## src/rtl/core/ptd_pkg.sv

```systemverilog
// ----------------------------------------------------------------------------
// Point-triangle distance package
// Shared widths, types and region codes for the point-triangle distance block.
// ----------------------------------------------------------------------------
`default_nettype none

package ptd_pkg;

  // Input and output geometry.
  localparam int COORD_W   = 32;
  localparam int NUM_COORD = 12;
  localparam int IN_W      = COORD_W * NUM_COORD;
  localparam int DIST_W    = 32;
  localparam int RGN_W     = 3;

  // Front-end arithmetic widths.
  localparam int DIFF_W = COORD_W + 1;
  localparam int PROD_W = 2 * DIFF_W;
  localparam int DOT_W  = PROD_W + 2;
  localparam int NRM_W  = PROD_W + 1;
  localparam int WIDE_W = 2 * DOT_W + 1;
  localparam int T_W    = 102;

  // Wide multiplier: operands split into limbs.
  localparam int LIMB_W    = 26;
  localparam int MUL_LIMBS = 4;
  localparam int MUL_W     = LIMB_W * MUL_LIMBS;
  localparam int RES_W     = 2 * MUL_W;
  localparam int MUL_LAT   = 5;

  // Division and square root.
  localparam int NUM_W  = 204;
  localparam int DEN_W  = WIDE_W + 2;
  localparam int REM_W  = NUM_W + 1;
  localparam int QUO_W  = 2 * DIST_W;
  localparam int ROOT_W = DIST_W;
  localparam int SQ_W   = QUO_W + 2;

  typedef logic signed [COORD_W-1:0] coord_t;
  typedef logic signed [DIFF_W-1:0]  diff_t;
  typedef logic signed [PROD_W-1:0]  prod_t;
  typedef logic signed [DOT_W-1:0]   dot_t;
  typedef logic signed [DOT_W:0]     dot_diff_t;
  typedef logic signed [NRM_W-1:0]   nrm_t;
  typedef logic signed [WIDE_W-1:0]  wide_t;
  typedef logic signed [T_W-1:0]     t_t;
  typedef logic signed [MUL_W-1:0]   mul_op_t;
  typedef logic signed [RES_W-1:0]   mul_res_t;
  typedef logic signed [DEN_W-1:0]   fden_t;
  typedef logic [NUM_W-1:0]          num_t;
  typedef logic [DEN_W-1:0]          den_t;

  typedef enum logic [RGN_W-1:0] {
    RGN_A    = 3'd0,
    RGN_B    = 3'd1,
    RGN_AB   = 3'd2,
    RGN_C    = 3'd3,
    RGN_AC   = 3'd4,
    RGN_BC   = 3'd5,
    RGN_FACE = 3'd6
  } region_t;

  // Dot products and wide products carried past the first multiplier bank.
  typedef struct packed {
    dot_t  d1, d2, d3, d4, d5, d6;
    dot_t  aa, bb, cc;
    dot_t  lab, lac, lbc;
    wide_t va, vb, vc;
    wide_t nab, nac, nbc;
  } geo_t;

  // Divider to square root hand-off.
  typedef struct packed {
    logic             valid;
    logic             sat;
    region_t          region;
    logic [QUO_W-1:0] q;
  } quo_t;

  // Final result.
  typedef struct packed {
    logic              valid;
    logic              sat;
    region_t           region;
    logic [DIST_W-1:0] distance;
  } res_t;

endpackage

`default_nettype wire

```

## src/rtl/core/ptd_sqrt.sv

```systemverilog
// ----------------------------------------------------------------------------
// Pipelined integer square root
// Digit-by-digit floor square root, one root bit per stage, with saturation.
// ----------------------------------------------------------------------------
`default_nettype none

module ptd_sqrt (
  input  wire logic           clk,
  input  wire logic           rst_n,
  input  wire logic           en,
  input  wire ptd_pkg::quo_t  quo,
  output ptd_pkg::res_t       res
);
  import ptd_pkg::*;

  logic              v_r   [ROOT_W];
  logic              sat_r [ROOT_W];
  region_t           rgn_r [ROOT_W];
  logic [SQ_W-1:0]   y_r   [ROOT_W];
  logic [ROOT_W-1:0] r_r   [ROOT_W];

  for (genvar k = 0; k < ROOT_W; k++) begin : g_step
    localparam int B = ROOT_W - 1 - k;
    logic              v_in, sat_in;
    region_t           rgn_in;
    logic [SQ_W-1:0]   y_in, trial;
    logic [ROOT_W-1:0] r_in;
    logic              fit;

    if (k == 0) begin : g_first
      assign v_in   = quo.valid;
      assign sat_in = quo.sat;
      assign rgn_in = quo.region;
      assign y_in   = SQ_W'(quo.q);
      assign r_in   = '0;
    end else begin : g_next
      assign v_in   = v_r[k-1];
      assign sat_in = sat_r[k-1];
      assign rgn_in = rgn_r[k-1];
      assign y_in   = y_r[k-1];
      assign r_in   = r_r[k-1];
    end

    // (r + 2^B)^2 - r^2 = r * 2^(B+1) + 2^(2B)
    assign trial = (SQ_W'(r_in) << (B + 1)) | (SQ_W'(1) << (2 * B));
    assign fit   = y_in >= trial;

    always_ff @(posedge clk) begin
      if (!rst_n) begin
        v_r[k] <= 1'b0;
      end else if (en) begin
        v_r[k] <= v_in;
      end
    end

    always_ff @(posedge clk) begin
      if (en) begin
        y_r[k]   <= fit ? y_in - trial : y_in;
        r_r[k]   <= fit ? (r_in | (ROOT_W'(1) << B)) : r_in;
        sat_r[k] <= sat_in;
        rgn_r[k] <= rgn_in;
      end
    end
  end

  assign res.valid    = v_r[ROOT_W-1];
  assign res.sat      = sat_r[ROOT_W-1];
  assign res.region   = rgn_r[ROOT_W-1];
  assign res.distance = sat_r[ROOT_W-1] ? '1 : r_r[ROOT_W-1];

  // A floor root leaves x - r^2 no larger than 2r.
  a_root_floor: assert property (@(posedge clk) disable iff (!rst_n)
    v_r[ROOT_W-1] && !sat_r[ROOT_W-1] |->
      y_r[ROOT_W-1] <= (SQ_W'(r_r[ROOT_W-1]) << 1))
    else $error("square root remainder out of range");

endmodule

`default_nettype wire

```

## config.mk

```make
export PLATFORM = sky130hd
export DESIGN_NAME = ptd_sqrt
export DESIGN_NICKNAME = d
export VERILOG_FILES = /design/src/rtl/core/ptd_pkg.sv /design/src/rtl/core/ptd_sqrt.sv
export SDC_FILE = /design/constraint.sdc
export NUM_CORES = 2
export LEC_CHECK = 0
export BUFFER_PORTS_ARGS = -buffer_cell sky130_fd_sc_hd__buf_4
export CELL_PAD_IN_SITES_DETAIL_PLACEMENT = 0
export CELL_PAD_IN_SITES_GLOBAL_PLACEMENT = 1
export CORE_MARGIN = 10
export CORE_UTILIZATION = 46
export DETAILED_ROUTE_END_ITERATION = 12
export PLACE_DENSITY_LB_ADDON = 0.1
export SETUP_SLACK_MARGIN = 0.3
export SLEW_MARGIN = 30
export SYNTH_ARGS = -nofsm -noshare
export SYNTH_HDL_FRONTEND = slang
export SYNTH_SLANG_ARGS = --single-unit
```

## constraint.sdc

```tcl
create_clock -name clk -period 3.75 [get_ports clk]
set_input_delay 0.75 -clock clk [delete_from_list [all_inputs] [get_ports clk]]
set_output_delay 0.75 -clock clk [all_outputs]
set_load 0.05 [all_outputs]
```

---- After elaboration in Yosys (flattened, before gate mapping) ----
Memory sizes are Yosys's and may differ from the RTL's.
Index checks and enable logic that the tools add are counted.
storage, ports and cells
  bits in registers ....................... 0
  memory bits (writable) .................. 3296
  input bits .............................. 72
  logic and storage cells ................. 203
  memories ................................ 5
cells by class
  add/sub/neg operators ................... 32
  magnitude comparators ................... 32
  multiplexer cells ....................... 102
  bitwise logic cells ..................... 32
memories
  memory  depth  bits a word  read ports  clocked after memory_dff  write ports  line            source
  y_r     32     66           31          0                         32           ptd_sqrt.sv:19  logic [SQ_W-1:0] y_r [ROOT_W];
  r_r     32     32           32          0                         32           ptd_sqrt.sv:20  logic [ROOT_W-1:0] r_r [ROOT_W];
  rgn_r   32     3            32          0                         32           ptd_sqrt.sv:18  region_t rgn_r [ROOT_W];
  sat_r   32     1            32          0                         32           ptd_sqrt.sv:17  logic sat_r [ROOT_W];
  v_r     32     1            32          0                         32           ptd_sqrt.sv:16  logic v_r [ROOT_W];
operators with widths
  operator                                                        number
  66-bit two-way mux                                              32
  66-bit by 33-bit greater-or-equal comparator with 1-bit output  1
  66-bit by 34-bit greater-or-equal comparator with 1-bit output  1
  66-bit by 35-bit greater-or-equal comparator with 1-bit output  1
  66-bit by 36-bit greater-or-equal comparator with 1-bit output  1
  66-bit by 37-bit greater-or-equal comparator with 1-bit output  1
  66-bit by 38-bit greater-or-equal comparator with 1-bit output  1
  66-bit by 39-bit greater-or-equal comparator with 1-bit output  1
  66-bit by 40-bit greater-or-equal comparator with 1-bit output  1
  66-bit by 41-bit greater-or-equal comparator with 1-bit output  1
  66-bit by 42-bit greater-or-equal comparator with 1-bit output  1
  66-bit by 43-bit greater-or-equal comparator with 1-bit output  1
  66-bit by 44-bit greater-or-equal comparator with 1-bit output  1
  66-bit by 45-bit greater-or-equal comparator with 1-bit output  1
  66-bit by 46-bit greater-or-equal comparator with 1-bit output  1
  66-bit by 47-bit greater-or-equal comparator with 1-bit output  1
  66-bit by 48-bit greater-or-equal comparator with 1-bit output  1
  66-bit by 49-bit greater-or-equal comparator with 1-bit output  1
  66-bit by 50-bit greater-or-equal comparator with 1-bit output  1
  66-bit by 51-bit greater-or-equal comparator with 1-bit output  1
  66-bit by 52-bit greater-or-equal comparator with 1-bit output  1
  66-bit by 53-bit greater-or-equal comparator with 1-bit output  1
  66-bit by 54-bit greater-or-equal comparator with 1-bit output  1
  66-bit by 55-bit greater-or-equal comparator with 1-bit output  1
  74 further kinds                                                143

---- Depth between registers and ports, before layout ----
  word-level depth ........................ 4
  gate-level depth with buffers ........... 15
  mapped depth without buffers ............ 13

---- Worst setup path after synthesis ----
No wires, ideal clock.
  path kind ............................... reg2reg
  from .................................... mem y_r[26][43] (netlist bit)
  to ...................................... mem y_r[27][62] (netlist bit) (data pin)
  setup time .............................. 259 ps
  arrival ................................. 3607 ps
  required time ........................... 3491 ps
  setup slack ............................. -116 ps
  stages on the path, launching flop included .. 13
  path buffers ............................ 2
  clock period less this slack ............ 3866 ps
  cell sequence ........................... edfxtp_1 or4_4 or3_1 buf_6 or4_4 nor2_4 inv_2 a2111oi_4 nor2_4 or4b_1 buf_4 or4_4 xnor2_2
RTL lines
  item             line
  start, declared  ptd_sqrt.sv:19

==> impl_metrics.yaml <==
outcome:
  status: "finished, violations left"
  violations: "negative setup slack"
yosys:
  synth_top_family_by_area: "simple AND/OR/NAND/NOR gates"
  yosys-top-cells-area: "edfxtp_1, ha_1, xnor2_1, xor2_1, a21oi_1"
  syn_area_um2: 129000
  synth.net_count: 10700
  synthArstFlopShare_pct: 0
  synth_cells: 10100
  yosys.area_share.simple_pct: 12.1
  yosys_warnings: 0
  synth_fa_ha_area_share_pct: 5.43
  synth-compound-area-share_pct: 8.90
  yosysTopAreaCell: "edfxtp_1"
  synth.mux.area_fraction_pct: 0.597
  synth_top_area_share_pct: 63.8
  seq_area_frac_synth_pct: 63.9
  ys.flop_type: "edfxtp_1"
  synth.avg_cell_area_um2: 12.7
  synth_edf_count: 2732
  ys_seq_elements: 2733
  ys_types: 96
  synth_xor_area_share_pct: 6.43
cts:
  cts_tree: "built"
  clk_pin_slew_ns: 0.06
  root_buffer: "clkbuf_16"
  cts-buffers-inserted: 307
  h-tree-depth: 5
  clk_latency_ns: 0.92
  cts_buffer_depth: 4
  cts.sinks: 2733
critical_path:
  start_kind: "register"
  worst_r2r_startpoint: "y_r[28][8]$_DFFE_PP_"
  cp.required_ns: 4.37
  worstPathArrival_ns: 4.57
  crit_start: "y_r[28][8]$_DFFE_PP_"
  critical_path_class: "register to register"
  critPathMaxFanout: 2
  cp-end-kind: "register"
global_route:
  grtUsageMet2_pct: 34.7
  use_met3_pct: 2.54
  antenna_found_initial: 15
  grtUsageTotal_pct: 20.8
  met1_usage_pct: 29.3
  grt_pass1_wl_um: 496000
  grt_pass1_vias: 82500
  grt_max_degree: 163
  busiest_layer: "met2"
  grt-ovfl-total: 0
power_and_ir_drop:
  p_leak_uw: 0.0587
  powerDensity_nw_per_um2: 587
  ir_drop_v: 0.000384
die:
  io_pins: 109
  rows: 194
  die_h_um: 549
  design.core.area_um2: 279000
  start_util_pct: 46.1
  die_x_um: 549
  die_area_um2: 301000
final_layout:
  fin_nets: 11900
  fin_cells: 15200
  multi_input_area_um2: 46600
  nFillCells: 23200
  area_growth_pct: 20.4
  design_area_um2: 155000
  drive_above_1_share_pct: 18.3
  ff_latch_area_um2: 82100
place:
  dp_cells: 14400
  placedInstanceArea_um2: 139000
  portBuffers: 108
  dp_hpwl_um: 242000
  gp_congestion: 0.883
sta:
  worst_pin_slew_ns: 0.826
  final.min_clock_period_ns: 3.95
  rsz0062_at_grt: "yes"
  setup_viol: 66
  finalCritPeriodShare_pct: 105
  max_slew_margin_pct: 43.5
  fmax_mhz: 253
  hold_viol: 0
  drv_slew: 0
  finClkSkew_ns: 0.0733
  setup_ws_ns: -0.203
detailed_routing:
  viasPerCell: 5.48
  drtIter0Drc: 6692
  vias: 83400
  routed_wl_um: 326000
  drc: 0
  ant_nets: 0
  avgRoutedWirePerCell_um: 21.4
  drt-pass1-iter-count: 6
flow_run:
  drv_cap: 0
min_path:
  holdCritPathClass: "input port to register"
  min_from: "quo[63]"
power breakdown:
part           internal (µW)  switching [µW]  leakage [µW]
Sequential             38400            2940        0.0264
Clock                  17000           12300       0.00477
Combinational           9020           11100        0.0276
Total                  64400           26400        0.0587
area by class of cell:
type | count | area share (%)
Sequential cell | 2733 | 53.0
Tap cell | 3724 | 3.01
Clock buffer | 374 | 5.21
Multi-Input combinational cell | 6452 | 30.1
Clock inverter | 184 | 1.11
Timing Repair Buffer | 1053 | 5.86
Antenna cell | 5 | 0.00808
Inverter | 698 | 1.70
worst paths after layout:
check	endpoint	slack, ns	cells after the start
max reg2reg	y_r[29][55]$_DFFE_PP_	-0.20	13
min	y_r[0][63]$_DFFE_PP_	0.20	3
min reg2reg	r_r[13][7]$_DFFE_PP_	0.39	0
max	y_r[29][55]$_DFFE_PP_	-0.20	13
layer usage:
layer	routed length, µm	part of all wire, %
met1	147000	45
met4	6450	2.0
met3	15300	4.7
met5	13	0.0040
met2	157000	48
cell usage in the layout (no fill, tap or decap), types with 72 or more instances in the layout:
cell type / n
ha_1: 491
a21oi_1: 581
a21o_1: 257
nor2_1: 615
o21ai_0: 389
nand2b_1: 121
nor4_1: 306
nor3_1: 224
xnor2_1: 477
clkbuf_16: 316
o21a_1: 103
inv_1: 688
nor2b_1: 72
xor2_1: 450
buf_4: 877
or3_1: 86
nand4_1: 157
nand2_1: 658
edfxtp_1: 2732
nand3_1: 148
registers in the layout, indices dropped and copies added (netlist names):
signal and count:
r_r 528, sat_r 32, v_r 32, y_r 2045
rgn_r 96
per-stage QoR:
step / setup slack (ns) / util, % / setup TNS, ns / hold WS [ns] / power [µW]
floorplan: -0.116 / - / -0.945 / 0.400 / 52700
global placement: -0.829 / 50.0 / -46.99 / 0.400 / 60300
detailed placement: -0.718 / 50.0 / -24.55 / 0.405 / 60400
CTS: -0.211 / 54.5 / -2.99 / 0.116 / 90800
global route: -0.247 / 55.5 / -9.57 / 0.163 / 95300
finish: -0.203 / 55.5 / -3.88 / 0.198 / 90800
synthesized netlist by cell type (all sizes together) (79+ instances only):
cell    number
ha         558
xnor2      491
nor3       283
inv        697
o21ai      457
nand2      675
nor2       666
nor4       366
xor2       452
or4         80
a21o       257
o21a       104
or3        102
nand4      157
nand3      161
nand2b     122
clkbuf     191
nor2b       79
edfxtp    2732
a21oi      607
cells by family after synthesis:
logic type	after synthesis
AO/OA/AOI/OAI	1849
XOR/XNOR	943
adder cells (fa/ha/maj)	558
buffers and inverters	907
flip-flops	2733
multiplexers	69
AND/OR/NAND/NOR	3030
worst max-delay path: stages, from the launching register on:
cell and delay, ns:
edfxtp_1 0.45, ha_4 0.31, buf_6 0.09, nand4_1 0.40, nor4_4 0.51, nand4_1 0.18
buf_6 0.17, nor4_4 0.12, or3_4 0.18, a211oi_4 0.04, or4_4 0.53, or4_4 0.46
nor3_4 0.13, xor2_1 0.09
repair_timing:
action / CTS / global route
pin swaps: 117 / 157
setup endpoints to repair: 532 / 680
hold buffers: 66 / 0
gates resized for setup: 359 / 410
cloned: 11 / 5
hold endpoints to repair: 66 / 0
setup buffers: 54 / 90
Note: power is estimated with default switching activity, not from simulation.
